<file path="src/hw/rtl/ulcr_pkg.sv">
// ulcr_pkg: shared types and constants of the used-level compaction and remap block
// no dependencies; imported by the controller, datapath and top level
package ulcr_pkg;

   // number of table slots the level field can address
   localparam int TABLE_SLOTS = 16;

   // command codes carried on req_cmd
   localparam logic [2:0] CMD_WRITE = 3'd0;
   localparam logic [2:0] CMD_MARK  = 3'd1;
   localparam logic [2:0] CMD_EMIT  = 3'd2;
   localparam logic [2:0] CMD_REMAP = 3'd3;
   localparam logic [2:0] CMD_CLEAR = 3'd4;

   // reset value of the level count register
   localparam logic [4:0] NUM_LEVELS_RESET = 5'd16;

   // controller states
   typedef enum logic [2:0] {
      ST_IDLE,
      ST_COUNT,
      ST_SUM,
      ST_EMIT,
      ST_REMAP
   } state_type;

   // controller to datapath commands
   typedef struct packed {
      logic capture;     // transaction accepted this cycle
      logic count_load;  // register half counts of the marks
      logic sum_load;    // add half counts, clear scan
      logic scan_step;   // advance the emit scan
      logic load_emit;   // load one kept entry into the output register
      logic load_empty;  // load the nothing-kept result
      logic load_remap;  // load the remap result
   } ctrl_cmd_type;

   // datapath to controller status
   typedef struct packed {
      logic is_remap;    // captured command is a remap
      logic kept_zero;   // no level is kept
      logic scan_done;   // scan reached the effective level count
      logic scan_marked; // current scan slot is marked
      logic out_free;    // output register can take a result
   } dp_status_type;

   // population count of an eight bit group
   function automatic logic [3:0] popcount8(input logic [7:0] bits);
      logic [3:0] cnt;
      cnt = 4'd0;
      for (int i = 0; i < 8; i++) begin
         cnt = cnt + {3'd0, bits[i]};
      end
      return cnt;
   endfunction

endpackage

</file>
<file path="src/hw/rtl/ulcr_ctrl.sv">
// ulcr_ctrl: sequencer of the used-level compaction and remap block
// depends on ulcr_pkg; drives the datapath through ctrl_cmd_type
module ulcr_ctrl
   import ulcr_pkg::*;
(
   input  logic          clock,
   input  logic          reset,
   input  logic          req_valid,
   input  logic [2:0]    req_cmd,
   output logic          req_ready,
   input  dp_status_type status,
   output ctrl_cmd_type  cmd
);

   state_type state_ff;
   state_type state_in;

   // state register
   always_ff @(posedge clock) begin
      if (reset) begin
         state_ff <= ST_IDLE;
      end else begin
         state_ff <= state_in;
      end
   end

   // next state and commands
   always_comb begin
      state_in  = state_ff;
      cmd       = '0;
      req_ready = 1'b0;
      unique case (state_ff)
         ST_IDLE: begin
            req_ready = 1'b1;
            if (req_valid) begin
               cmd.capture = 1'b1;
               if (req_cmd == CMD_EMIT || req_cmd == CMD_REMAP) begin
                  state_in = ST_COUNT;
               end
            end
         end
         ST_COUNT: begin
            cmd.count_load = 1'b1;
            state_in       = ST_SUM;
         end
         ST_SUM: begin
            cmd.sum_load = 1'b1;
            state_in     = status.is_remap ? ST_REMAP : ST_EMIT;
         end
         ST_EMIT: begin
            if (status.kept_zero) begin
               if (status.out_free) begin
                  cmd.load_empty = 1'b1;
                  state_in       = ST_IDLE;
               end
            end else if (status.scan_done) begin
               state_in = ST_IDLE;
            end else if (!status.scan_marked) begin
               cmd.scan_step = 1'b1;
            end else if (status.out_free) begin
               cmd.load_emit = 1'b1;
               cmd.scan_step = 1'b1;
            end
         end
         ST_REMAP: begin
            if (status.out_free) begin
               cmd.load_remap = 1'b1;
               state_in       = ST_IDLE;
            end
         end
         default: begin
            state_in = ST_IDLE;
         end
      endcase
   end

endmodule

</file>
<file path="src/hw/rtl/ulcr_datapath.sv">
// ulcr_datapath: level table, used marks, counters and output register
// depends on ulcr_pkg; commanded by ulcr_ctrl
module ulcr_datapath
   import ulcr_pkg::*;
#(
   parameter int MAX_LEVELS = 16
) (
   input  logic          clock,
   input  logic          reset,
   input  logic          csr_we,
   input  logic [4:0]    csr_wdata,
   input  logic [2:0]    req_cmd,
   input  logic [3:0]    req_level,
   input  logic [7:0]    req_qp_value,
   input  ctrl_cmd_type  cmd,
   output dp_status_type status,
   output logic          rsp_valid,
   input  logic          rsp_ready,
   output logic [3:0]    rsp_new_index,
   output logic [7:0]    rsp_kept_value,
   output logic [4:0]    rsp_kept_count,
   output logic          rsp_last,
   output logic          rsp_empty_or_unused
);

   localparam int SLOT_CNT = (MAX_LEVELS < TABLE_SLOTS) ? MAX_LEVELS : TABLE_SLOTS;
   localparam int IDX_W    = $clog2(SLOT_CNT);
   localparam logic [4:0] LIM_CAP = 5'(SLOT_CNT);

   logic [7:0]          table_ff [SLOT_CNT];
   logic [SLOT_CNT-1:0] marks_ff;
   logic [4:0]          num_levels_ff;
   logic                is_remap_ff;
   logic [3:0]          level_ff;
   logic [3:0]          lim_lo_ff, lim_hi_ff, lvl_lo_ff, lvl_hi_ff;
   logic [4:0]          kept_ff;
   logic [4:0]          index_ff;
   logic [4:0]          scan_ff;
   logic [4:0]          pos_ff;
   logic                rsp_valid_ff;
   logic [3:0]          rsp_new_index_ff;
   logic [7:0]          rsp_kept_value_ff;
   logic [4:0]          rsp_kept_count_ff;
   logic                rsp_last_ff;
   logic                rsp_flag_ff;

   logic [4:0]  lim;
   logic [15:0] lim_vec;
   logic [15:0] lvl_vec;
   logic        level_in_range;
   logic        remap_used;
   logic        out_free;

   // effective level count
   assign lim = (num_levels_ff > LIM_CAP) ? LIM_CAP : num_levels_ff;

   assign level_in_range = ({1'b0, req_level} < LIM_CAP);

   // marks below the level count and below the captured level
   always_comb begin
      for (int i = 0; i < 16; i++) begin
         if (i < SLOT_CNT) begin
            lim_vec[i] = marks_ff[i] && (5'(i) < lim);
            lvl_vec[i] = marks_ff[i] && (5'(i) < {1'b0, level_ff});
         end else begin
            lim_vec[i] = 1'b0;
            lvl_vec[i] = 1'b0;
         end
      end
   end

   assign remap_used = ({1'b0, level_ff} < lim) && marks_ff[level_ff[IDX_W-1:0]];
   assign out_free   = !rsp_valid_ff || rsp_ready;

   // configuration register
   always_ff @(posedge clock) begin
      if (reset) begin
         num_levels_ff <= NUM_LEVELS_RESET;
      end else if (csr_we) begin
         num_levels_ff <= csr_wdata;
      end
   end

   // table writes
   always_ff @(posedge clock) begin
      if (cmd.capture && req_cmd == CMD_WRITE && level_in_range) begin
         table_ff[req_level[IDX_W-1:0]] <= req_qp_value;
      end
   end

   // used marks
   always_ff @(posedge clock) begin
      if (reset) begin
         marks_ff <= '0;
      end else if (cmd.capture && req_cmd == CMD_CLEAR) begin
         marks_ff <= '0;
      end else if (cmd.capture && req_cmd == CMD_MARK && level_in_range) begin
         marks_ff[req_level[IDX_W-1:0]] <= 1'b1;
      end
   end

   // captured transaction
   always_ff @(posedge clock) begin
      if (cmd.capture) begin
         is_remap_ff <= (req_cmd == CMD_REMAP);
         level_ff    <= req_level;
      end
   end

   // half counts, then sums
   always_ff @(posedge clock) begin
      if (cmd.count_load) begin
         lim_lo_ff <= popcount8(lim_vec[7:0]);
         lim_hi_ff <= popcount8(lim_vec[15:8]);
         lvl_lo_ff <= popcount8(lvl_vec[7:0]);
         lvl_hi_ff <= popcount8(lvl_vec[15:8]);
      end
      if (cmd.sum_load) begin
         kept_ff  <= {1'b0, lim_lo_ff} + {1'b0, lim_hi_ff};
         index_ff <= {1'b0, lvl_lo_ff} + {1'b0, lvl_hi_ff};
      end
   end

   // emit scan position and output position
   always_ff @(posedge clock) begin
      if (reset) begin
         scan_ff <= '0;
         pos_ff  <= '0;
      end else if (cmd.sum_load) begin
         scan_ff <= '0;
         pos_ff  <= '0;
      end else begin
         if (cmd.scan_step) begin
            scan_ff <= scan_ff + 5'd1;
         end
         if (cmd.load_emit) begin
            pos_ff <= pos_ff + 5'd1;
         end
      end
   end

   // output valid
   always_ff @(posedge clock) begin
      if (reset) begin
         rsp_valid_ff <= 1'b0;
      end else if (cmd.load_emit || cmd.load_empty || cmd.load_remap) begin
         rsp_valid_ff <= 1'b1;
      end else if (rsp_ready) begin
         rsp_valid_ff <= 1'b0;
      end
   end

   // output payload
   always_ff @(posedge clock) begin
      if (cmd.load_emit) begin
         rsp_new_index_ff  <= pos_ff[3:0];
         rsp_kept_value_ff <= table_ff[scan_ff[IDX_W-1:0]];
         rsp_kept_count_ff <= kept_ff;
         rsp_last_ff       <= ((pos_ff + 5'd1) == kept_ff);
         rsp_flag_ff       <= 1'b0;
      end else if (cmd.load_empty) begin
         rsp_new_index_ff  <= '0;
         rsp_kept_value_ff <= '0;
         rsp_kept_count_ff <= '0;
         rsp_last_ff       <= 1'b1;
         rsp_flag_ff       <= 1'b1;
      end else if (cmd.load_remap) begin
         rsp_new_index_ff  <= remap_used ? index_ff[3:0] : 4'd0;
         rsp_kept_value_ff <= '0;
         rsp_kept_count_ff <= kept_ff;
         rsp_last_ff       <= 1'b1;
         rsp_flag_ff       <= !remap_used;
      end
   end

   // status to controller
   assign status.is_remap    = is_remap_ff;
   assign status.kept_zero   = (kept_ff == 5'd0);
   assign status.scan_done   = (scan_ff >= lim);
   assign status.scan_marked = marks_ff[scan_ff[IDX_W-1:0]];
   assign status.out_free    = out_free;

   assign rsp_valid           = rsp_valid_ff;
   assign rsp_new_index       = rsp_new_index_ff;
   assign rsp_kept_value      = rsp_kept_value_ff;
   assign rsp_kept_count      = rsp_kept_count_ff;
   assign rsp_last            = rsp_last_ff;
   assign rsp_empty_or_unused = rsp_flag_ff;

endmodule

</file>
<file path="src/hw/rtl/used_level_compaction_remap.sv">
// used_level_compaction_remap: top level, joins the controller and the datapath
// depends on ulcr_pkg, ulcr_ctrl and ulcr_datapath
//
//   channel   direction   handshake            payload
//   req_      in          req_valid/req_ready  cmd, level, qp_value
//   rsp_      out         rsp_valid/rsp_ready  new_index, kept_value, kept_count, last, flag
//   csr_      in          csr_we               num_levels
//
// write, mark and clear are accepted one per cycle
// remap registers the mark count in the count and sum states, then loads the output in
// the remap state once the output register is free; no request is taken until idle again
// emit runs the same count and sum states, then scans the effective levels, holding on a
// marked level while the output is full; the nothing-kept case loads its flagged result
// instead; a stalled rsp_ready holds the output and a scan at a marked level; reset
// clears the marks and output valid, sets the level count to 16, keeps the table contents
module used_level_compaction_remap
   import ulcr_pkg::*;
#(
   parameter int MAX_LEVELS = 16
) (
   input  logic       clock,
   input  logic       reset,
   input  logic       req_valid,
   output logic       req_ready,
   input  logic [2:0] req_cmd,
   input  logic [3:0] req_level,
   input  logic [7:0] req_qp_value,
   output logic       rsp_valid,
   input  logic       rsp_ready,
   output logic [3:0] rsp_new_index,
   output logic [7:0] rsp_kept_value,
   output logic [4:0] rsp_kept_count,
   output logic       rsp_last,
   output logic       rsp_empty_or_unused,
   input  logic       csr_we,
   input  logic [4:0] csr_wdata
);

   ctrl_cmd_type  cmd;
   dp_status_type status;

   // sequencer
   ulcr_ctrl u_ctrl (
      .clock     (clock),
      .reset     (reset),
      .req_valid (req_valid),
      .req_cmd   (req_cmd),
      .req_ready (req_ready),
      .status    (status),
      .cmd       (cmd)
   );

   // storage, counters and output register
   ulcr_datapath #(
      .MAX_LEVELS (MAX_LEVELS)
   ) u_datapath (
      .clock               (clock),
      .reset               (reset),
      .csr_we              (csr_we),
      .csr_wdata           (csr_wdata),
      .req_cmd             (req_cmd),
      .req_level           (req_level),
      .req_qp_value        (req_qp_value),
      .cmd                 (cmd),
      .status              (status),
      .rsp_valid           (rsp_valid),
      .rsp_ready           (rsp_ready),
      .rsp_new_index       (rsp_new_index),
      .rsp_kept_value      (rsp_kept_value),
      .rsp_kept_count      (rsp_kept_count),
      .rsp_last            (rsp_last),
      .rsp_empty_or_unused (rsp_empty_or_unused)
   );

endmodule

</file>
<file path="config.mk">
export PLATFORM = sky130hd
export DESIGN_NAME = used_level_compaction_remap
export DESIGN_NICKNAME = d
export VERILOG_FILES = /design/src/hw/rtl/ulcr_pkg.sv /design/src/hw/rtl/ulcr_ctrl.sv /design/src/hw/rtl/ulcr_datapath.sv /design/src/hw/rtl/used_level_compaction_remap.sv
export SDC_FILE = /design/constraint.sdc
export NUM_CORES = 1
export LEC_CHECK = 0
export BUFFER_PORTS_ARGS = -buffer_cell sky130_fd_sc_hd__buf_2
export CORE_ASPECT_RATIO = 2
export CORE_MARGIN = 3
export CORE_UTILIZATION = 40
export DETAILED_ROUTE_END_ITERATION = 12
export HOLD_SLACK_MARGIN = 0.08
export PLACE_DENSITY_LB_ADDON = 0.1
export SLEW_MARGIN = 15
export SYNTH_ARGS = -nofsm -noshare
export SYNTH_HDL_FRONTEND = slang
export SYNTH_SLANG_ARGS = --single-unit
</file>
<file path="constraint.sdc">
create_clock -name clock -period 3.2 [get_ports clock]
set_input_delay 0.16 -clock clock [delete_from_list [all_inputs] [get_ports clock]]
set_output_delay 0.16 -clock clock [all_outputs]
set_load 0.02 [all_outputs]
</file>
# [Word-level counts from Yosys, hierarchy flattened]
# Memory sizes are Yosys's and may differ from the RTL's. A register that Yosys moved wholly into a read port is not among the register bits.
# Index checks and enable logic that the tools add are counted.
[classes] div_mod_pow=0 bitwise_logic=1 muxes=49 multipliers=0 eq_ne=12 shift=0 n_reduce_logical=51 add_sub_neg=31 order_cmp=38
[ops] cell="$add 4x1->4" count=23
[ops] cell="$lt 4x5->1 const A" count=8
[ops] cell="$logic_and 1x1->1" count=36
[ops] cell="$lt 4x4->1 const A" count=7
[ops] cell="$mux 4" count=6
[ops] cell="$mux 8" count=3
[ops] cell="$mux 1" count=22
[ops] cell="$mux 3" count=7
[ops] cell="$lt 3x5->1 const A" count=4
[ops] cell="$mux 5" count=4
[ops] cell="$lt 3x4->1 const A" count=4
[ops] cell="$or 16x16->16" count=1
[ops] cell="$lt 4x5->1 const B" count=3
[ops] cell="$pmux 3 s5" count=1
[ops] cell="$eq 3x2->1 const B" count=4
[ops] cell="$add 5x1->5 const B" count=2
[ops] cell="$lt 1x5->1 const A" count=2
[ops] cell="$lt 2x5->1 const A" count=2
[ops] cell="$add 1x1->2" count=4
[ops] cell="$bmux 1 s4" count=2
[ops] cell="$lt 1x4->1 const A" count=2
[ops] cell="$lt 2x4->1 const A" count=2
[ops] cell="$eq 3x1->1 const B" count=2
[ops] cell="$eq 3x3->1 const B" count=2
[ops] cell="other kinds (20)" count=29
[word_totals] romBits=0 word_cells=202 latch_bits=0 mem_count=1 inputBits=25 ff_bits=84 mem_bits_rw=128
[memory_table] memory="u_datapath.table_ff" depth=16 word_bits=8 rd=1 rd_clocked_by_memory_dff=1 wr=1 line="ulcr_datapath.sv:30" rtl="logic [7:0] table_ff [SLOT_CNT];"

# [Logic depth before layout (Yosys ltp)]
[logic_depth] depth_word=11 depth_mapped=12

# [Hierarchy]
# Synthesis repeated with hierarchy kept, for this count alone.
[hier_totals] cells_unflattened=659 area_unflattened_um2=9843.2
[modules_own_cells] module="ulcr_datapath" n_inst=1 cells_per_inst=624 area_per_inst_um2=9584.2
[modules_own_cells] module="ulcr_ctrl" n_inst=1 cells_per_inst=35 area_per_inst_um2=259.0

# [Least setup slack after synthesis]
# No wires, ideal clock.
[synth_timing] kind="flip-flop to flip-flop" from="register u_datapath.num_levels_ff[3]" to="register u_datapath.lim_lo_ff[1] (data pin)" required_time_ns=3.071 synth_period_minus_slack_ns=3.548 stages_incl_launch_ff=13 arrival_ns=3.420 setup_slack_ns=-0.348 setup_ns=0.129 path_buffers=1 cell_sequence="dfxtp_1 > clkbuf_1 > or3_1 > o31a_1 > ha_1 > inv_1 > fa_1 > inv_1 > fa_1 > fa_1 > inv_1 > fa_1 > inv_1"
[synth_via] elab_chain_len=11 word_cells_on_any_way=25 classes_between="add/sub: 7; order compare: 9; mux: 1; reduce/logical: 8"
[synth_lines] element="start: declaration" line="ulcr_datapath.sv:32" rtl="logic [4:0] num_levels_ff;"
[synth_lines] element="start signal: assignment" line="ulcr_datapath.sv:80" rtl="num_levels_ff <= csr_wdata;"
[synth_lines] element="$gt 5x5->1" line="ulcr_datapath.sv:55" rtl="assign lim = (num_levels_ff > LIM_CAP) ? LIM_CAP : num_levels_ff;"
[synth_lines] element="$mux 5 (*)" line="ulcr_datapath.sv:55"
[synth_lines] element="$lt 1x5->1" line="ulcr_datapath.sv:63" rtl="lim_vec[i] = marks_ff[i] && (5'(i) < lim);"
[synth_lines] element="$logic_and 1x1->1" line="ulcr_datapath.sv:63"
[synth_lines] element="$add 1x1->2" line="ulcr_pkg.sv:52" rtl="cnt = cnt + {3'd0, bits[i]};"
[synth_lines] element="$add 4x1->4 (5 in series)" line="ulcr_pkg.sv:52"
[synth_lines] element="$add 4x1->4 (*)" line="ulcr_pkg.sv:52"
[synth_lines] element="end signal: assignment" line="ulcr_datapath.sv:113" rtl="lim_lo_ff <= popcount8(lim_vec[7:0]);"
[synth_lines] element="end: declaration" line="ulcr_datapath.sv:35" rtl="logic [3:0] lim_lo_ff, lim_hi_ff, lvl_lo_ff, lvl_hi_ff;"
# Every way passes the cells marked *; elsewhere a longest branch is shown, timed or not.
# A chain may end at the register's enable or synchronous reset.

# [Worst setup path in the final report]
[layout_timing] from="register u_datapath.num_levels_ff[2]" to="register u_datapath.lim_lo_ff[1] (data pin)"
# The elaborated chain is that of the path after synthesis.

==> results.toml <==
[floorplanning]
pin_count = 46
die_w_um = 117
row_count = 80
core_mm2 = 0.0240
fp.dieH_um = 228
die_area_mm2 = 0.0266
start_util_pct = 40.9

[power]
finalPower_mw = 5.73
power-per-cell-area_mw_per_mm2 = 488
vdd_drop_max_v = 0.000525
p_leak_nw = 4.13

[global_route]
grt_max_degree = 33
grt_remaining_overflow = 0
antenna_found_initial = 0
grtUsageTotal_pct = 17.9
grt_pass1_vias = 6351
grt_pass1_wl_um = 35300

[worst_setup_path]
arrival_ns = 3.74
crit_required_ns = 3.47
crit_path_end_kind = "flip-flop"
critPathKind = "reg -> reg"
cp_max_fo = 3
critPathLaunchType = "flip-flop"

[synth]
yosysWarnings = 0
yosysTopAreaCell = "edfxtp_1"
synth.area.top_cells = "edfxtp_1 54%, mux4_2 11%, dfxtp_1 8.2%"
synth_edf_count = 176
netlist_instances = 657
avgSynthCellArea_um2 = 14.9
yosysSeqAreaShare_pct = 62.0
synthFlopType = "edfxtp_1"
yosysUniqueCellTypes = 54
synthArstFlopShare_pct = 0
synth_seq_cells = 216
syn_area_mm2 = 0.00982
synth.top_cell.area_share_pct = 53.8
synthesis.nets = 729

[routing]
vias = 5837
drt-initial-drc-count = 385
via_per_inst = 5.40
wl_um = 23200
postRouteAntennaNets = 0
drc = 0
drt_pass1_iterations = 7
drt-wirelength-per-cell_um = 21.5

[cts]
cts-htree-levels = 1
path_clk_slew_ns = 0.06
cts_tree = "built"
cts_inserted_buffers = 21
cts.path.max_buffers = 3
cts_root_buf = "clkbuf_16"
cts.sinks = 216
clock_latency_ns = 0.52

[placed_design]
post-dp-hpwl_um = 17500
gp_congestion = 0.846
io_buffers = 45
place_inst = 1002

[sta]
whs_ns = 0.136
slew-limit-headroom_pct = 51.4
fmax_ghz = 0.288
final.min_clock_period_ns = 3.47
rsz0062_at_grt = "true"
finalSetupViolations = 6
final_hold_viol_count = 0
skew_ns = 0.0192
max_slew.worst_pin.slew_ns = 0.726
final_max_slew_viol_count = 0
fin_ws_ns = -0.272
fin_crit_sh_pct = 109

[layout]
finalNonFillerCells = 1080
nets = 850
seq_area_mm2 = 0.00609
area_delta_synth_final_pct = 19.6
nFillCells = 2061
num_antenna_cells = 0
multiInputGateArea_mm2 = 0.00348
drive_above_1_share_pct = 26.7

[run]
drv_cap = 0

[status]
status = "complete, but fails checks"
violations = "setup timing"

[worst_hold_path]
min_path_type = "in -> reg"
-- per-stage QoR --
| step | worst slack, ns | setup TNS, ns | instance area, um^2 | utilization [%] |
|---|---|---|---|---|
| finish | -0.272 | -0.842 | 11700 | 48.9 |
| global route | -0.328 | -1.67 | 11700 | 48.9 |
| CTS | -0.267 | -0.675 | 11700 | 48.7 |
| detailed placement | -0.280 | -1.04 | 10700 | 44.4 |
| global placement | -0.197 | -0.598 | 10700 | 44.4 |
| floorplan | -0.210 | -0.866 | 9860 | - |
-- what timing repair did --
action,4_1_cts,5_1_grt
resized for setup,13,12
cloned,0,0
buffers inserted,8,1
pin swaps,5,7
endpoints found under the setup margin,8,10
endpoints found under the hold margin,146,0
hold buffers,31,0
-- per-layer routing --
layer  share of wire (%)  track usage, %  wire length (um)
met4                 4.2            8.15               967
met3                 2.5            2.02               580
met2                  60            36.1             13900
met5                   0               0                 0
met1                  33            17.3              7740
-- worst max-delay path: stages (launching register included) --
cell	delay, ns
dfxtp_2	0.32
or3_4	0.40
o31a_1	0.25
ha_1	0.29
inv_2	0.04
fa_1	0.55
inv_2	0.04
fa_1	0.52
fa_2	0.22
inv_2	0.04
fa_2	0.51
inv_1	0.03
-- flip-flops by register name (all words and copies together) (netlist names), 3 cells and up, named ones only --
name,flops
u_ctrl.state_ff,3
u_datapath.num_levels_ff,5
u_datapath.lvl_lo_ff,4
u_datapath.scan_ff,5
u_datapath.rsp_new_index,4
u_datapath.lvl_hi_ff,4
u_datapath.index_ff,4
u_datapath.lim_hi_ff,4
u_datapath.level_ff,4
u_datapath.marks_ff,16
u_datapath.pos_ff,5
u_datapath.kept_ff,5
u_datapath.lim_lo_ff,4
u_datapath.rsp_kept_count,5
u_datapath.rsp_kept_value,8
u_datapath.table_ff,128
-- cells in the final DEF, fill, tap and decap left out, types with 10 or more instances in the layout --
master,count
xnor2_1,12
ha_1,29
nand2_1,18
nor2_1,48
nand3_1,11
nor2b_1,15
a21oi_1,30
clkbuf_16,21
mux4_2,50
dlygate4sd3_1,31
fa_1,10
buf_2,45
dfxtp_1,38
o21ai_1,10
o21ai_0,10
inv_1,31
buf_4,52
edfxtp_1,176
and2_1,13
-- cells by family (layout without fill, tap and decap cells) --
family	count (synthesis)	in the layout	synth area share, %
AOI/OAI and AO/OA	105	105	6.98
buffers and inverters	77	213	3.03
DFF	216	216	62.0
adders and majority gates	47	47	7.29
xor gates and xnor gates	15	15	1.34
muxes	55	55	12.0
and+or+nand+nor	142	142	7.41
-- area by class of cell --
| class | instances | share of cell area [%] |
|---|---|---|
| flip-flops and latches | 216 | 51.9 |
| multi-input cells | 364 | 29.7 |
| repair buffers | 134 | 8.54 |
| clock buffers | 28 | 4.87 |
| well taps | 287 | 3.06 |
| inverters | 41 | 1.32 |
| clock inverters | 10 | 0.693 |
-- cells in the mapped netlist, drive strengths merged, types with 8 or more instances --
cell / count
mux4: 50
a31oi: 8
o21ai: 21
nor2: 48
clkbuf: 26
ha: 30
nand2: 18
and2: 14
nand3: 11
nor2b: 15
fa: 17
dfxtp: 40
buf: 10
inv: 40
edfxtp: 176
xnor2: 12
a21oi: 31
-- worst paths after layout --
check / start / endpoint / slack [ns] / cells past startpoint
setup / recovery: u_datapath.num_levels_ff[2]$_SDFFE_PP0P_ / u_datapath.lim_lo_ff[1]$_DFFE_PP_ / -0.27 / 11
hold / removal: req_valid / u_ctrl.state_ff[2]$_SDFFE_PP0P_ / 0.14 / 3
setup reg to reg: u_datapath.num_levels_ff[2]$_SDFFE_PP0P_ / u_datapath.lim_lo_ff[1]$_DFFE_PP_ / -0.27 / 11
hold reg to reg: u_datapath.scan_ff[4]$_SDFFE_PP0P_ / u_datapath.scan_ff[4]$_SDFFE_PP0P_ / 0.50 / 2
-- power by group --
group	internal [mW]	switching, mW
Sequential	3.06	0.0174
Clock	1.34	1.03
Combinational	0.116	0.159
Note: power is estimated with default switching activity, not from simulation.
